<file path="src/rtl/core/qco_pkg.sv">
// ----------------------------------------------------------------------------
// qco_pkg: shared types and constants for quadrilateral corner ordering
// Coordinate widths, corner and beat structs, and the sort rank type.
// ----------------------------------------------------------------------------
`timescale 1ns / 1ps

package qco_pkg;

  localparam int COORD_BITS = 16;
  localparam int DIFF_BITS  = COORD_BITS + 1;
  localparam int MAG_BITS   = COORD_BITS;
  localparam int SQ_BITS    = 2 * MAG_BITS;
  localparam int DIST_BITS  = SQ_BITS + 1;
  localparam int NUM_PTS    = 4;

  typedef logic [1:0] rank_t;

  typedef struct packed {
    logic signed [COORD_BITS-1:0] x;
    logic signed [COORD_BITS-1:0] y;
  } corner_t;

  typedef struct packed {
    logic signed [COORD_BITS-1:0] p0_x;
    logic signed [COORD_BITS-1:0] p0_y;
    logic signed [COORD_BITS-1:0] p1_x;
    logic signed [COORD_BITS-1:0] p1_y;
    logic signed [COORD_BITS-1:0] p2_x;
    logic signed [COORD_BITS-1:0] p2_y;
    logic signed [COORD_BITS-1:0] p3_x;
    logic signed [COORD_BITS-1:0] p3_y;
  } in_beat_t;

  typedef struct packed {
    logic signed [COORD_BITS-1:0] top_left_x;
    logic signed [COORD_BITS-1:0] top_left_y;
    logic signed [COORD_BITS-1:0] top_right_x;
    logic signed [COORD_BITS-1:0] top_right_y;
    logic signed [COORD_BITS-1:0] bottom_right_x;
    logic signed [COORD_BITS-1:0] bottom_right_y;
    logic signed [COORD_BITS-1:0] bottom_left_x;
    logic signed [COORD_BITS-1:0] bottom_left_y;
  } out_beat_t;

endpackage

</file>
<file path="src/rtl/core/quad_corner_ordering.sv">
// ----------------------------------------------------------------------------
// quad_corner_ordering: order four quadrilateral corners TL, TR, BR, BL
// Throughput: one quadrilateral per cycle unless an output stall holds the
// full pipe; the squarer stage and the distance compare each hold their
// own register stage in a six-deep pipe.
// Reset clears only the stage valid bits; data registers are not reset.
// ----------------------------------------------------------------------------
`timescale 1ns / 1ps

module quad_corner_ordering (
  input  logic               clk_i,
  input  logic               rst_ni,
  input  logic               in_valid_i,
  output logic               in_stall_o,
  input  qco_pkg::in_beat_t  in_data_i,
  output logic               out_valid_o,
  input  logic               out_stall_i,
  output qco_pkg::out_beat_t out_data_o
);
  import qco_pkg::*;

  // Stage map:
  //   1: capture corners and their stable x-ranks
  //   2: scatter into sorted order, pick top-left / bottom-left by y
  //   3: absolute x/y differences of the right pair against top-left
  //   4: squares (four MAG_BITS x MAG_BITS multipliers)
  //   5: squared distances (one add each)
  //   6: compare distances, build the result beat (output register)
  // Each stage loads when empty or when the stage after it moves on,
  // so bubbles collapse and a stalled output does not block upstream
  // until the whole pipe is full.

  logic [6:1] vld_q;
  logic [7:1] rdy;

  always_comb begin
    rdy[7] = !out_stall_i;
    for (int k = 6; k >= 1; k--) begin
      rdy[k] = !vld_q[k] || rdy[k+1];
    end
  end

  logic [6:1] vld_in;
  assign vld_in = {vld_q[5:1], in_valid_i};

  always_ff @(posedge clk_i or negedge rst_ni) begin
    if (!rst_ni) begin
      vld_q <= '0;
    end else begin
      for (int k = 1; k <= 6; k++) begin
        if (rdy[k]) begin
          vld_q[k] <= vld_in[k];
        end
      end
    end
  end

  logic [6:1] load;
  assign load = rdy[6:1] & vld_in;

  // ---- stage 1: corners and ranks -----------------------------------------
  corner_t [3:0] pts_in;
  rank_t   [3:0] rank_in;
  corner_t [3:0] pts1_q;
  rank_t   [3:0] rank1_q;

  assign pts_in[0] = '{x: in_data_i.p0_x, y: in_data_i.p0_y};
  assign pts_in[1] = '{x: in_data_i.p1_x, y: in_data_i.p1_y};
  assign pts_in[2] = '{x: in_data_i.p2_x, y: in_data_i.p2_y};
  assign pts_in[3] = '{x: in_data_i.p3_x, y: in_data_i.p3_y};

  qco_rank u_rank (
    .pts_i  (pts_in),
    .rank_o (rank_in)
  );

  always_ff @(posedge clk_i) begin
    if (load[1]) begin
      pts1_q  <= pts_in;
      rank1_q <= rank_in;
    end
  end

  // ---- stage 2: sorted order and left pair --------------------------------
  corner_t [3:0] srt;
  corner_t       tl2_d, bl2_d;
  corner_t       tl2_q, bl2_q, ra2_q, rb2_q;

  always_comb begin
    srt = pts1_q;
    for (int p = 0; p < NUM_PTS; p++) begin
      for (int i = 0; i < NUM_PTS; i++) begin
        if (rank1_q[i] == rank_t'(p)) begin
          srt[p] = pts1_q[i];
        end
      end
    end
    // Strictly smaller y wins top-left; on a tie the second sorted corner.
    if ($signed(srt[0].y) < $signed(srt[1].y)) begin
      tl2_d = srt[0];
      bl2_d = srt[1];
    end else begin
      tl2_d = srt[1];
      bl2_d = srt[0];
    end
  end

  always_ff @(posedge clk_i) begin
    if (load[2]) begin
      tl2_q <= tl2_d;
      bl2_q <= bl2_d;
      ra2_q <= srt[2];
      rb2_q <= srt[3];
    end
  end

  // ---- stage 3: absolute differences --------------------------------------
  function automatic logic [MAG_BITS-1:0] abs_diff(
    input logic signed [COORD_BITS-1:0] a,
    input logic signed [COORD_BITS-1:0] b
  );
    logic signed [DIFF_BITS-1:0] d;
    d = DIFF_BITS'(a) - DIFF_BITS'(b);
    if (d[DIFF_BITS-1]) begin
      d = -d;
    end
    return d[MAG_BITS-1:0];
  endfunction

  corner_t             tl3_q, bl3_q, ra3_q, rb3_q;
  logic [MAG_BITS-1:0] dax3_q, day3_q, dbx3_q, dby3_q;

  always_ff @(posedge clk_i) begin
    if (load[3]) begin
      tl3_q  <= tl2_q;
      bl3_q  <= bl2_q;
      ra3_q  <= ra2_q;
      rb3_q  <= rb2_q;
      dax3_q <= abs_diff(ra2_q.x, tl2_q.x);
      day3_q <= abs_diff(ra2_q.y, tl2_q.y);
      dbx3_q <= abs_diff(rb2_q.x, tl2_q.x);
      dby3_q <= abs_diff(rb2_q.y, tl2_q.y);
    end
  end

  // ---- stage 4: squares ---------------------------------------------------
  corner_t            tl4_q, bl4_q, ra4_q, rb4_q;
  logic [SQ_BITS-1:0] sax4_q, say4_q, sbx4_q, sby4_q;

  always_ff @(posedge clk_i) begin
    if (load[4]) begin
      tl4_q  <= tl3_q;
      bl4_q  <= bl3_q;
      ra4_q  <= ra3_q;
      rb4_q  <= rb3_q;
      sax4_q <= SQ_BITS'(dax3_q) * SQ_BITS'(dax3_q);
      say4_q <= SQ_BITS'(day3_q) * SQ_BITS'(day3_q);
      sbx4_q <= SQ_BITS'(dbx3_q) * SQ_BITS'(dbx3_q);
      sby4_q <= SQ_BITS'(dby3_q) * SQ_BITS'(dby3_q);
    end
  end

  // ---- stage 5: squared distances -----------------------------------------
  corner_t              tl5_q, bl5_q, ra5_q, rb5_q;
  logic [DIST_BITS-1:0] da5_q, db5_q;

  always_ff @(posedge clk_i) begin
    if (load[5]) begin
      tl5_q <= tl4_q;
      bl5_q <= bl4_q;
      ra5_q <= ra4_q;
      rb5_q <= rb4_q;
      da5_q <= DIST_BITS'(sax4_q) + DIST_BITS'(say4_q);
      db5_q <= DIST_BITS'(sbx4_q) + DIST_BITS'(sby4_q);
    end
  end

  // ---- stage 6: right pair and result beat --------------------------------
  out_beat_t out_d, out_q;

  always_comb begin
    out_d.top_left_x    = tl5_q.x;
    out_d.top_left_y    = tl5_q.y;
    out_d.bottom_left_x = bl5_q.x;
    out_d.bottom_left_y = bl5_q.y;
    // Third sorted corner goes bottom-right only when strictly farther.
    if (da5_q > db5_q) begin
      out_d.bottom_right_x = ra5_q.x;
      out_d.bottom_right_y = ra5_q.y;
      out_d.top_right_x    = rb5_q.x;
      out_d.top_right_y    = rb5_q.y;
    end else begin
      out_d.bottom_right_x = rb5_q.x;
      out_d.bottom_right_y = rb5_q.y;
      out_d.top_right_x    = ra5_q.x;
      out_d.top_right_y    = ra5_q.y;
    end
  end

  always_ff @(posedge clk_i) begin
    if (load[6]) begin
      out_q <= out_d;
    end
  end

  assign in_stall_o  = !rdy[1];
  assign out_valid_o = vld_q[6];
  assign out_data_o  = out_q;

  // ---- assertions ---------------------------------------------------------
  // Input may only stall once every stage holds a beat.
  a_stall_full: assert property (@(posedge clk_i) disable iff (!rst_ni)
    in_stall_o |-> (&vld_q))
    else $error("input stalled while the pipe has a bubble");

  // Stable ranks must form a permutation.
  a_rank_perm: assert property (@(posedge clk_i) disable iff (!rst_ni)
    vld_q[1] |-> ((rank1_q[0] != rank1_q[1]) && (rank1_q[0] != rank1_q[2]) &&
                  (rank1_q[0] != rank1_q[3]) && (rank1_q[1] != rank1_q[2]) &&
                  (rank1_q[1] != rank1_q[3]) && (rank1_q[2] != rank1_q[3])))
    else $error("x-ranks are not a permutation");

  // Left pair never lies right of the right pair, and top-left is not below.
  a_left_right: assert property (@(posedge clk_i) disable iff (!rst_ni)
    out_valid_o |->
      (($signed(out_data_o.top_left_x) <= $signed(out_data_o.top_right_x)) &&
       ($signed(out_data_o.bottom_left_x) <= $signed(out_data_o.bottom_right_x)) &&
       ($signed(out_data_o.top_left_y) <= $signed(out_data_o.bottom_left_y))))
    else $error("result corners out of order");

endmodule

</file>
<file path="src/rtl/core/qco_rank.sv">
// ----------------------------------------------------------------------------
// qco_rank: stable x-rank of four corners
// Each corner's rank counts corners with smaller x, plus earlier corners
// with equal x, so the ranks form a permutation of a stable sort.
// ----------------------------------------------------------------------------
`timescale 1ns / 1ps

module qco_rank (
  input  qco_pkg::corner_t [3:0] pts_i,
  output qco_pkg::rank_t   [3:0] rank_o
);
  import qco_pkg::*;

  always_comb begin
    for (int i = 0; i < NUM_PTS; i++) begin
      rank_o[i] = '0;
      for (int j = 0; j < NUM_PTS; j++) begin
        if (j != i) begin
          if (($signed(pts_i[j].x) < $signed(pts_i[i].x)) ||
              ((pts_i[j].x == pts_i[i].x) && (j < i))) begin
            rank_o[i] = rank_o[i] + rank_t'(1);
          end
        end
      end
    end
  end

endmodule
</file>
<file path="config.mk">
export PLATFORM = sky130hd
export DESIGN_NAME = quad_corner_ordering
export DESIGN_NICKNAME = d
export VERILOG_FILES = /design/src/rtl/core/qco_pkg.sv /design/src/rtl/core/quad_corner_ordering.sv /design/src/rtl/core/qco_rank.sv
export SDC_FILE = /design/constraint.sdc
export NUM_CORES = 2
export LEC_CHECK = 0
export ABC_AREA = 1
export BUFFER_PORTS_ARGS = -buffer_cell sky130_fd_sc_hd__buf_2
export CAP_MARGIN = 20
export CORE_ASPECT_RATIO = 1.2
export CORE_UTILIZATION = 25
export CTS_CLUSTER_SIZE = 40
export DETAILED_ROUTE_END_ITERATION = 16
export GPL_TIMING_DRIVEN = 0
export HOLD_SLACK_MARGIN = 0.06
export PLACE_DENSITY = 0.47
export SLEW_MARGIN = 20
export SYNTH_ARGS = -nofsm -noshare
export SYNTH_HDL_FRONTEND = slang
export SYNTH_SLANG_ARGS = --single-unit
</file>
<file path="constraint.sdc">
create_clock -name clk_i -period 34.7 [get_ports clk_i]
set_input_delay 3.47 -clock clk_i [delete_from_list [all_inputs] [get_ports clk_i]]
set_output_delay 3.47 -clock clk_i [all_outputs]
set_load 0.005 [all_outputs]
</file>
==> flow_summary.toml <==
[status]
status = "completed"

[synthesis]
synth_ff_type = "edfxtp_1"
yosysTopAreaCell = "edfxtp_1"
synth_cells = 7820
ys_warn_count = 0
ys_seq_area_share_pct = 39.9
synthArstFlopShare_pct = 0.579
netlist.area_leader.share_pct = 39.7
netlist_area_um2 = 77900
syn_avg_cell_area_um2 = 9.96
synth.net_count = 9292
synth_seq_cells = 1036
synth_cell_types = 54
synth-edff-count = 1030
synth.area.top_cells = "edfxtp_1 (40%), fa_1 (17%), ha_1 (11%), inv_1 (7.9%), nand2_1 (6.5%)"

[critical_path]
crit_fanout = 3
cp_top_family = "simple AND/OR/NAND/NOR gates"
ff2ff_path_depth = 21
worstPathCellList = "buf_2 -> nand2_1 -> nor2_1 -> inv_1 -> nor2_1 -> inv_1 -> nor2_1 -> inv_1 -> nor2_1 -> inv_1 -> nor2_1 -> buf_2"
critPathBufInv = 6
critPathLaunch = "out_stall_i"
worst_setup_path_end_kind = "output pin"
start_kind = "primary input"
critPathKind = "primary input to output pin"
cp_common_cell = "nor2_1"
critPathArrivalTime_ps = 4790
timing.rr.start = "day3_q[4]$_DFFE_PP_"
max_stage_delay_ps = 210
worst_path_max_delay_cell = "nor2_1"
required_ps = 31230
cp.depth = 12

[clocking]
cts_tree = "built"
cts-resized-gates = 0
clockRootBuffer = "clkbuf_16"
cts.clk_slew.worst_paths_ps = 80
insertion_delay_ps = 750
cts_hold_repair.buffers = 0
numClockSinks = 1036
postCtsSetupRepairBufs = 0
htree_levels = 3
clockBufferDepth = 3
cts_made_buffers = 106

[final_layout]
final_cell_area_um2 = 88500
nets = 9692
syn2layout_area_growth_pct = 13.7
mostFrequentLayoutCell = "inv_1"
mostFrequentLayoutCells = "inv_1 (1638), nand2_1 (1354), edfxtp_1 (1030)"
drive_gt1_share_pct = 6.59
fillCellCount = 32700

[timing]
hold_violations = 0
fmax_ghz = 0.121
finalSetupViolCount = 0
skew_ps = 60.4
rsz0062_at_grt = "no"
post-route-period-util_pct = 23.8
worst_pin_slew_ps = 936
maxSlewViolCount = 0
tns_ps = 0
relSlewSlack_pct = 37.6
fin_crit_ps = 8260

[placed_design]
gp_congestion = 0.907
placed_area_um2 = 85100
dp_hpwl_mm = 194
io_buffers = 261

[routing]
drc = 0
drt_iter0_drc = 3023
wl_mm = 233
ant_nets = 0
drt-wirelength-per-cell_um = 18.8
route.vias.total = 55000
drtPass1Iterations = 7
viasPerCell = 4.45

[die]
fp.dieH_um = 613
initial_core_util_pct = 25.1
die_width_um = 512
pin_count = 262
die_area_um2 = 314000
core_um2 = 310000
rows = 224

[global_routing]
grt_antenna_before_repair = 7
grt_pass1_vias = 59000
grt_pass1_wl_mm = 353
overflow = 0
grt_max_degree = 105
grt_usage_pct = 14.7

[run]
maxCapViolCount = 0

[worst_hold_path]
min_path_type = "flip-flop to flip-flop"
whs_path_depth = 0
min-delay-start = "bl5_q[0]$_DFFE_PP_"
==> cell families after synthesis <==
group,Yosys count,share of synthesized area [%]
buffers and inverters,1890,9.20
XOR/XNOR,301,3.39
flip-flops,1036,39.9
AND/OR/NAND/NOR,2152,11.3
adder cells (fa/ha/maj),1340,27.8
AO/OA/AOI/OAI,1101,8.34
==> flip-flops by register name, indices dropped and copies added (netlist names), 33 cells and up <==
signal / count
da5_q: 33
out_data_o: 128
pts1_q: 128
db5_q: 33
==> metal layers <==
layer	part of all wire (%)	wire length [um]	GRT usage (%)
met1	39	91600	16.5
met3	3.4	7860	1.58
met5	0.0060	14	0
met4	3.7	8700	5.33
met2	54	125000	28.4
==> path summary, 6_finish.rpt <==
| path | endpoint | slack [ps] |
|---|---|---|
| max in group asynchronous | vld_q[5]$_DFFE_PN0P_ | 31990 |
| worst min-delay path | out_data_o[0]$_DFFE_PP_ | 400 |
| worst max-delay path | in_stall_o | 26440 |
| worst max register to register | say4_q[29]$_DFFE_PP_ | 27260 |
| worst min register to register | out_data_o[0]$_DFFE_PP_ | 400 |
| min in group asynchronous | vld_q[1]$_DFFE_PN0N_ | 2560 |
==> cells in the mapped netlist, types with 18 or more instances <==
| cell | n |
|---|---|
| inv_1 | 1641 |
| nand2_1 | 1354 |
| edfxtp_1 | 1030 |
| ha_1 | 686 |
| fa_1 | 654 |
| a21oi_1 | 371 |
| nor2_1 | 352 |
| o21ai_0 | 314 |
| nand3_1 | 286 |
| clkbuf_1 | 205 |
| xor2_1 | 204 |
| o211ai_1 | 183 |
| xnor2_1 | 96 |
| nor3_1 | 50 |
| nand4_1 | 49 |
| a31oi_1 | 41 |
| o22ai_1 | 29 |
| o21bai_1 | 27 |
| a21o_1 | 24 |
| buf_2 | 22 |
| a211oi_1 | 18 |
==> stage by stage <==
step / setup WS (ps) / hold WS [ps] / utilization (%) / cells
floorplan: 19590 / 400 / - / 7820
global placement: 12690 / 401 / 27.2 / 12100
detailed placement: 26430 / 405 / 27.4 / 12200
CTS: 26430 / 401 / 28.6 / 12400
global route: 26220 / 411 / 28.6 / 12400
finish: 26440 / 403 / 28.6 / 12400
==> cell type report <==
type	instances	area, um^2	area share [%]
antenna	1	2.50	0.00283
buffer	245	996	1.13
clock buffer	118	2700	3.05
clock inverter	80	749	0.847
inverter	1645	6200	7.00
multi-input combinational	4894	39700	44.8
sequential	1036	31100	35.1
tap	4068	5090	5.75
timing repair buffer	292	2040	2.30
Power is not shown: default switching activity piles up to over one toggle a cycle in this logic, so the estimate is an artifact.
